$ cat config.mk
export PLATFORM = sky130hd
export DESIGN_NAME = inversion_rank_correlation_flat
export DESIGN_NICKNAME = d
export VERILOG_FILES = /design/src/rtl/irc_pkg.sv /design/src/rtl/irc_if.sv /design/src/rtl/irc_front.sv /design/src/rtl/irc_back.sv /design/src/rtl/inversion_rank_correlation.sv /design/src/flat_wrapper.sv
export SDC_FILE = /design/constraint.sdc
export NUM_CORES = 2
export LEC_CHECK = 0
export BUFFER_PORTS_ARGS = -buffer_cell sky130_fd_sc_hd__buf_2
export CORE_MARGIN = 1.5
export CORE_UTILIZATION = 35
export DETAILED_ROUTE_END_ITERATION = 12
export SLEW_MARGIN = 20
export SYNTH_ARGS = -nofsm -noshare
export SYNTH_HDL_FRONTEND = slang
export SYNTH_MEMORY_MAX_BITS = 65536
export SYNTH_SLANG_ARGS = --single-unit
$ cat constraint.sdc
create_clock -name clk -period 9.2 [get_ports clk]
set_clock_uncertainty 0.05 [all_clocks]
set_input_delay 0 -clock clk [delete_from_list [all_inputs] [get_ports clk]]
set_output_delay 0 -clock clk [all_outputs]
set_load 0.05 [all_outputs]
$ cat src/rtl/irc_pkg.sv
package irc_pkg;

  localparam int MAX_ITEMS = 64;
  localparam int CNT_W     = $clog2(MAX_ITEMS + 1);
  localparam int ADDR_W    = $clog2(MAX_ITEMS);
  localparam int PAIRS_MAX = MAX_ITEMS * (MAX_ITEMS - 1) / 2;
  localparam int INV_W     = $clog2(PAIRS_MAX + 1);
  localparam int NUM_W     = INV_W + 16;
  localparam int DIV_CNT_W = $clog2(NUM_W + 1);
  localparam int SAMPLE_W  = 32;
  localparam int COEF_W    = 16;
  localparam int TOTAL_W   = 11;
  localparam int TOTAL_SAT = 2047;
  localparam int COEF_ONE  = 32768;

  typedef struct packed {
    logic signed [SAMPLE_W-1:0] key_sample;
    logic signed [SAMPLE_W-1:0] value_sample;
    logic                       last_item;
  } item_t;

  function automatic logic [TOTAL_W-1:0] sat_total(input logic [INV_W-1:0] inv);
    logic [TOTAL_W-1:0] res;
    if (32'(inv) > 32'(TOTAL_SAT)) begin
      res = TOTAL_W'(TOTAL_SAT);
    end else begin
      res = TOTAL_W'(inv);
    end
    return res;
  endfunction

endpackage

$ cat src/rtl/irc_if.sv
interface irc_in_if;
  logic                                   valid;
  logic                                   ready;
  logic signed [irc_pkg::SAMPLE_W-1:0]    key_sample;
  logic signed [irc_pkg::SAMPLE_W-1:0]    value_sample;
  logic                                   last_item;

  modport source(output valid, key_sample, value_sample, last_item, input ready);
  modport sink(input valid, key_sample, value_sample, last_item, output ready);
endinterface

interface irc_out_if;
  logic                          valid;
  logic                          ready;
  logic [irc_pkg::COEF_W-1:0]    coefficient;
  logic [irc_pkg::TOTAL_W-1:0]   inversion_total;
  logic                          result_valid;
  logic                          overflow_flag;

  modport source(output valid, coefficient, inversion_total, result_valid, overflow_flag,
                 input ready);
  modport sink(input valid, coefficient, inversion_total, result_valid, overflow_flag,
               output ready);
endinterface

$ cat src/rtl/irc_front.sv
module irc_front (
  input  logic      clk,
  input  logic      rst,
  irc_in_if.sink    in_ch,
  irc_in_if.source  q_ch
);

  irc_pkg::item_t entry [2];
  logic           wr_ptr;
  logic           rd_ptr;
  logic [1:0]     fill;
  logic           push;
  logic           pop;
  irc_pkg::item_t head;

  assign in_ch.ready = (fill != 2'd2);
  assign push        = in_ch.valid && in_ch.ready;
  assign q_ch.valid  = (fill != 2'd0);
  assign pop         = q_ch.valid && q_ch.ready;

  assign head             = entry[rd_ptr];
  assign q_ch.key_sample   = head.key_sample;
  assign q_ch.value_sample = head.value_sample;
  assign q_ch.last_item    = head.last_item;

  always_ff @(posedge clk) begin
    if (push) begin
      entry[wr_ptr] <= '{key_sample: in_ch.key_sample, value_sample: in_ch.value_sample,
                         last_item: in_ch.last_item};
    end
  end

  always_ff @(posedge clk) begin
    if (rst) begin
      wr_ptr <= 1'b0;
      rd_ptr <= 1'b0;
      fill   <= 2'd0;
    end else begin
      if (push) wr_ptr <= ~wr_ptr;
      if (pop)  rd_ptr <= ~rd_ptr;
      if (push && !pop) begin
        fill <= fill + 2'd1;
      end else if (pop && !push) begin
        fill <= fill - 2'd1;
      end
    end
  end

endmodule

$ cat src/rtl/irc_back.sv
module irc_back (
  input  logic      clk,
  input  logic      rst,
  irc_in_if.sink    q_ch,
  irc_out_if.source out_ch
);

  localparam logic [2:0] ST_IDLE  = 3'd0;
  localparam logic [2:0] ST_SCAN  = 3'd1;
  localparam logic [2:0] ST_PAIRS = 3'd2;
  localparam logic [2:0] ST_PREP  = 3'd3;
  localparam logic [2:0] ST_DIV   = 3'd4;
  localparam logic [2:0] ST_DONE  = 3'd5;

  logic [2:0] state;

  logic signed [irc_pkg::SAMPLE_W-1:0] key_mem [irc_pkg::MAX_ITEMS];
  logic signed [irc_pkg::SAMPLE_W-1:0] val_mem [irc_pkg::MAX_ITEMS];
  logic signed [irc_pkg::SAMPLE_W-1:0] key_q;
  logic signed [irc_pkg::SAMPLE_W-1:0] val_q;

  logic signed [irc_pkg::SAMPLE_W-1:0] cur_key;
  logic signed [irc_pkg::SAMPLE_W-1:0] cur_val;
  logic                                cur_last;

  logic [irc_pkg::CNT_W-1:0]     item_count;
  logic [irc_pkg::CNT_W-1:0]     rd_addr;
  logic                          rd_pend;
  logic [irc_pkg::INV_W-1:0]     inv;
  logic                          dropped;
  logic [irc_pkg::INV_W-1:0]     pairs;
  logic [irc_pkg::NUM_W-1:0]     num;
  logic [irc_pkg::INV_W:0]       rem;
  logic [irc_pkg::DIV_CNT_W-1:0] div_cnt;
  logic                          res_ok;

  logic                          take;
  logic                          hit;
  logic                          store;
  logic [2*irc_pkg::CNT_W-1:0]   prod;
  logic [irc_pkg::INV_W:0]       rem_sh;
  logic                          q_bit;
  logic                          load_out;

  assign q_ch.ready = (state == ST_IDLE);
  assign take       = q_ch.valid && q_ch.ready;

  // stored pair earlier in order when its key is smaller, otherwise new pair is earlier
  assign hit = (key_q < cur_key) ? (val_q > cur_val) : (cur_val > val_q);

  assign store = (state == ST_SCAN) && (rd_addr == item_count) && !rd_pend;
  assign prod  = item_count * (item_count - irc_pkg::CNT_W'(1));

  assign rem_sh = {rem[irc_pkg::INV_W-1:0], num[irc_pkg::NUM_W-1]};
  assign q_bit  = (rem_sh >= {1'b0, pairs});

  assign load_out = (state == ST_DONE) && (!out_ch.valid || out_ch.ready);

  always_ff @(posedge clk) begin
    if (store) begin
      key_mem[item_count[irc_pkg::ADDR_W-1:0]] <= cur_key;
      val_mem[item_count[irc_pkg::ADDR_W-1:0]] <= cur_val;
    end
    key_q <= key_mem[rd_addr[irc_pkg::ADDR_W-1:0]];
    val_q <= val_mem[rd_addr[irc_pkg::ADDR_W-1:0]];
  end

  always_ff @(posedge clk) begin
    if (take) begin
      cur_key  <= q_ch.key_sample;
      cur_val  <= q_ch.value_sample;
      cur_last <= q_ch.last_item;
    end
    if (state == ST_PAIRS) begin
      pairs <= irc_pkg::INV_W'(prod >> 1);
    end
    if (state == ST_PREP) begin
      num <= (irc_pkg::NUM_W'(pairs - inv) << 15) + irc_pkg::NUM_W'(pairs >> 1);
      rem <= '0;
    end else if (state == ST_DIV) begin
      num <= {num[irc_pkg::NUM_W-2:0], q_bit};
      rem <= q_bit ? (rem_sh - {1'b0, pairs}) : rem_sh;
    end
    if (load_out) begin
      out_ch.coefficient     <= res_ok ? num[irc_pkg::COEF_W-1:0] : '0;
      out_ch.inversion_total <= res_ok ? irc_pkg::sat_total(inv) : '0;
      out_ch.result_valid    <= res_ok;
      out_ch.overflow_flag   <= dropped;
    end
  end

  always_ff @(posedge clk) begin
    if (rst) begin
      state        <= ST_IDLE;
      item_count   <= '0;
      rd_addr      <= '0;
      rd_pend      <= 1'b0;
      inv          <= '0;
      dropped      <= 1'b0;
      div_cnt      <= '0;
      res_ok       <= 1'b0;
      out_ch.valid <= 1'b0;
    end else begin
      if (load_out) begin
        out_ch.valid <= 1'b1;
      end else if (out_ch.ready) begin
        out_ch.valid <= 1'b0;
      end
      case (state)
        ST_IDLE: begin
          rd_addr <= '0;
          rd_pend <= 1'b0;
          if (take) begin
            if (item_count == irc_pkg::CNT_W'(irc_pkg::MAX_ITEMS)) begin
              // store full: drop the pair
              dropped <= 1'b1;
              state   <= q_ch.last_item ? ST_PAIRS : ST_IDLE;
            end else begin
              state <= ST_SCAN;
            end
          end
        end
        ST_SCAN: begin
          if (rd_pend && hit) inv <= inv + irc_pkg::INV_W'(1);
          if (rd_addr != item_count) begin
            rd_addr <= rd_addr + irc_pkg::CNT_W'(1);
            rd_pend <= 1'b1;
          end else begin
            rd_pend <= 1'b0;
          end
          if (store) begin
            item_count <= item_count + irc_pkg::CNT_W'(1);
            state      <= cur_last ? ST_PAIRS : ST_IDLE;
          end
        end
        ST_PAIRS: begin
          res_ok  <= (item_count >= irc_pkg::CNT_W'(2));
          state   <= (item_count >= irc_pkg::CNT_W'(2)) ? ST_PREP : ST_DONE;
        end
        ST_PREP: begin
          div_cnt <= irc_pkg::DIV_CNT_W'(irc_pkg::NUM_W);
          state   <= ST_DIV;
        end
        ST_DIV: begin
          div_cnt <= div_cnt - irc_pkg::DIV_CNT_W'(1);
          if (div_cnt == irc_pkg::DIV_CNT_W'(1)) state <= ST_DONE;
        end
        ST_DONE: begin
          if (load_out) begin
            item_count   <= '0;
            inv          <= '0;
            dropped      <= 1'b0;
            state        <= ST_IDLE;
          end
        end
        default: state <= ST_IDLE;
      endcase
    end
  end

endmodule

$ cat src/rtl/inversion_rank_correlation.sv
// Each queued pair is compared against every pair already stored, with one read per cycle of the
//   key and value memories, and is then written in; a pair that finds the store full is dropped.
// A last pair then runs the bit-serial coefficient divide, which is skipped when fewer than two
//   pairs are stored, and the result waits for the output to be free before the next set starts.
// The back end takes a new pair only when it is through with the last; a two-entry queue takes pairs during the work.
// Reset (synchronous, rst high) empties the queue, clears count, inversions and drop mark.
module inversion_rank_correlation (
  input  logic      clk,
  input  logic      rst,
  irc_in_if.sink    in_ch,
  irc_out_if.source out_ch
);

  irc_in_if q_ch ();

  irc_front u_front (
    .clk   (clk),
    .rst   (rst),
    .in_ch (in_ch),
    .q_ch  (q_ch)
  );

  irc_back u_back (
    .clk    (clk),
    .rst    (rst),
    .q_ch   (q_ch),
    .out_ch (out_ch)
  );

endmodule

$ cat src/flat_wrapper.sv
// flat-port wrapper written by rule: the top's interface ports become plain ports
module inversion_rank_correlation_flat 
  (clk, rst, in_ch_valid, in_ch_key_sample, in_ch_value_sample, in_ch_last_item, in_ch_ready, out_ch_valid, out_ch_coefficient, out_ch_inversion_total, out_ch_result_valid, out_ch_overflow_flag, out_ch_ready);
  irc_in_if in_ch_i ();
  irc_out_if out_ch_i ();
  input  logic clk;
  input  logic rst;
  input wire logic [$bits(in_ch_i.valid)-1:0] in_ch_valid;
  input wire logic [$bits(in_ch_i.key_sample)-1:0] in_ch_key_sample;
  input wire logic [$bits(in_ch_i.value_sample)-1:0] in_ch_value_sample;
  input wire logic [$bits(in_ch_i.last_item)-1:0] in_ch_last_item;
  output wire logic [$bits(in_ch_i.ready)-1:0] in_ch_ready;
  output wire logic [$bits(out_ch_i.valid)-1:0] out_ch_valid;
  output wire logic [$bits(out_ch_i.coefficient)-1:0] out_ch_coefficient;
  output wire logic [$bits(out_ch_i.inversion_total)-1:0] out_ch_inversion_total;
  output wire logic [$bits(out_ch_i.result_valid)-1:0] out_ch_result_valid;
  output wire logic [$bits(out_ch_i.overflow_flag)-1:0] out_ch_overflow_flag;
  input wire logic [$bits(out_ch_i.ready)-1:0] out_ch_ready;
  assign in_ch_i.valid = in_ch_valid;
  assign in_ch_i.key_sample = in_ch_key_sample;
  assign in_ch_i.value_sample = in_ch_value_sample;
  assign in_ch_i.last_item = in_ch_last_item;
  assign in_ch_ready = in_ch_i.ready;
  assign out_ch_valid = out_ch_i.valid;
  assign out_ch_coefficient = out_ch_i.coefficient;
  assign out_ch_inversion_total = out_ch_i.inversion_total;
  assign out_ch_result_valid = out_ch_i.result_valid;
  assign out_ch_overflow_flag = out_ch_i.overflow_flag;
  assign out_ch_i.ready = out_ch_ready;
  inversion_rank_correlation u_core (.clk(clk), .rst(rst), .in_ch(in_ch_i), .out_ch(out_ch_i));
endmodule
==> flow_summary_export.csv <==
group,metric,value,unit
status,status,"finished clean",
route,wl_per_cell,31.0,um
cts,clk_latency,990,ps
sta,min_period,6070,ps
place,gp_congestion,0.773,
pwr,max-vdd-ir-drop,0.000184,V
floorplanning,coreArea,490000,um^2
floorplanning,chipWidth,704,um
floorplanning,rows,257,
cts,ctsHtreeMaxLevel,5,
layout,drive_above_1_share,30.6,%
synthesis,yosysTopAreaCellShare,76.0,%
route,drt_iter0_drc,11226,
cts,cts.path.max_buffers,4,
floorplanning,pin_count,100,
cts,cts_tree,"done",
sta,hold_viol,0,
min_path,min_path_type,"in -> reg",
synthesis,synthCells,7195,
floorplanning,start_util,35.1,%
pwr,p_leak,60.2,nW
setup_path,crit_path_start_kind,"flop",
sta,drv_slew,0,
route,wl,454000,um
route,firstDrtPassIters,5,
sta,max_slew_margin,21.7,%
floorplanning,die-area,496000,um^2
pwr,power.density_cell_area,266,nW/um^2
route,vias_per_cell,5.53,
layout,utilization,40.5,%
sta,finalSetupViolCount,0,
route,drcViolationCount,0,
synthesis,yosys-top-cells-count,"edfxtp_1 (4358), mux4_2 (1344), clkbuf_1 (209)",
sta,worst_slew_pin_slew,1170,ps
setup_path,worstPathMaxFanout,15,
sta,max_freq,165,MHz
cts,cts_resized,0,
synthesis,async_flop_share,0,%
cts,cts_setup_buffers,0,
global_route,grt_pass1_wl,635000,um
synthesis,syn_area_per_cell,23.9,um^2
layout,fin_nets,7994,
cts,cts.clk_slew.worst_paths,60,ps
sta,rsz0062_at_grt,"false",
flow_run,cap_violations,0,
synthesis,syn-num-nets,7419,
place,hpwlAfterDp,228000,um
synthesis,syn_area,172000,um^2
synthesis,yosysTopAreaCell,"edfxtp_1",
layout,area_growth,15.2,%
synthesis,ys_seq_elements,4475,
setup_path,crit_path_max_incr_delay,760,ps
sta,setup_tns,0,ps
setup_path,crit_arrival,6730,ps
synthesis,synth_cell_types,65,
route,ant_nets,0,
global_route,grt_max_degree,140,
setup_path,crit_slowest_cell,"nand2_1",
synthesis,yosysWarnings,0,
floorplanning,die_y,704,um
place,io_buffer_count,99,
cts,root_buffer,"clkbuf_16",
cts,cts_num_sinks,4475,
global_route,antenna_found_initial,19,
global_route,gr-total-overflow,0,
synthesis,synth_edf_count,4358,
setup_path,crit_required,9860,ps
cts,cts_inserted_buffers,443,
setup_path,critPathCaptureType,"flop",
synthesis,synthMostInstantiatedCell,"edfxtp_1",
setup_path,cp_cell_sequence,"clkinv_1 -> nand2_1 -> ha_1 -> nand2b_1 -> fa_1 -> fa_1 -> inv_1 -> fa_1 -> inv_1 -> fa_1 -> inv_1 -> ha_1 -> inv_1 -> o21bai_1 -> a21oi_1 -> o21bai_1 -> a21oi_1 -> xnor2_1",
global_route,grt_pass1_vias,81870,
synthesis,ys_seq_area_share,77.4,%
global_route,grtUsageTotal,17.9,%
route,num_vias,80968,
synthesis,synth.area.top_cells,"edfxtp_1 (76%), mux4_2 (18%), dfxtp_1 (1.4%)",
setup_path,crit_type,"reg -> reg",
cts,hold_buffers,138,
sta,finalCritPeriodShare,66.0,%
synthesis,synthFlopType,"edfxtp_1",
## kinds of logic (layout without fill, tap and decap cells)
group | Yosys count | in the layout | synth area share, %
AOI/OAI and AO/OA | 191 | 191 | 0.702
xor gates and xnor gates | 40 | 40 | 0.204
adders and majority gates | 155 | 155 | 1.27
buffers and inverters | 506 | 1471 | 1.21
DFF | 4475 | 4475 | 77.4
muxes | 1412 | 1412 | 18.0
other | 0 | 7 | 0
and+or+nand+nor | 416 | 416 | 1.19
## where the power goes
part           switching, mW  internal [mW]
logic                   5.39           3.45
clock network           7.75           10.4
registers              0.352           25.3
total                   13.5           39.1
## area by class of cell
class                   instances  area, um^2
fillers                     42261      292000
clock buffers                 585       12100
repair buffers                476        4250
diodes                          7        17.5
clock inverters               250        2530
multi-input cells            2214       37300
flip-flops and latches       4475      133000
well taps                    6475        8100
inverters                     160         606
## layout by cell type (no fill, tap or decap), types with 64 or more instances in the layout
master / Yosys / routed
buf_2: 104 / 99
buf_4: 0 / 195
clkbuf_1: 209 / 98
clkbuf_16: 0 / 449
clkinv_1: 2 / 80
clkinv_2: 0 / 85
dfxtp_1: 117 / 110
dlygate4sd3_1: 0 / 138
edfxtp_1: 4358 / 4358
ha_1: 123 / 123
inv_1: 158 / 156
mux2_2: 66 / 66
mux4_2: 1344 / 1344
nand2_1: 80 / 80
nor2_1: 135 / 70
nor2_4: 0 / 64
## critical path: cells and delay by family, from the launching register on
family / cells / cell delay, ps
adders and majority gates: 6 / 2790
DFF: 1 / 650
xor gates and xnor gates: 1 / 90
and+or+nand+nor: 2 / 950
buffers and inverters: 5 / 660
AOI/OAI and AO/OA: 4 / 610
## state kept, by name, summed over array words and instances (netlist names), 2 cells and up, named ones only
| name | count |
|---|---|
| u_core.u_back.item_count | 7 |
| u_core.u_front.entry | 130 |
| u_core.u_back.pairs | 11 |
| u_core.u_back.state | 3 |
| u_core.u_back.key_mem | 2048 |
| u_core.u_back.val_mem | 2048 |
| u_core.u_front.fill | 2 |
| u_core.u_back.val_q | 32 |
| u_core.u_back.rem | 11 |
| u_core.u_back.inv | 11 |
| u_core.u_back.rd_addr | 7 |
| u_core.u_back.key_q | 32 |
| u_core.u_back.div_cnt | 5 |
| u_core.u_back.out_ch.coefficient | 16 |
| u_core.u_back.cur_val | 32 |
| u_core.u_back.cur_key | 32 |
| u_core.u_back.out_ch.inversion_total | 11 |
| u_core.u_back.num | 27 |
## worst paths after layout
path / slack, ps / depth (start not counted) / end / start
worst min register to register: 430 / 1 / u_core.u_back.div_cnt[3] / u_core.u_back.div_cnt[3]
worst max-delay path: 3130 / 18 / u_core.u_back.pairs[10] / u_core.u_back.item_count[0]
worst max register to register: 3130 / 18 / u_core.u_back.pairs[10] / u_core.u_back.item_count[0]
worst min-delay path: 160 / 6 / u_core.u_back.state[0] / out_ch_ready
## metal layers
layer,global-route usage [%],routed length [um],up-vias
met2,28.7,216000,3867
li1,-,-,31890
met3,2.77,37800,681
met1,25.6,188000,44530
met4,4.69,12400,0
met5,0,0,-
## through the flow
stage	cell area (um^2)	cells	hold WS, ps	total power, mW	worst slack [ps]
floorplan	172000	7195	48.9	32.0	1240
global placement	182000	13656	142	34.6	3090
detailed placement	182000	13662	144	34.9	3130
CTS	198000	14635	72.3	53.0	3140
global route	198000	14637	141	54.5	2830
finish	198000	14642	156	52.6	3130
No activity file was read; power rests on OpenSTA's default activity.
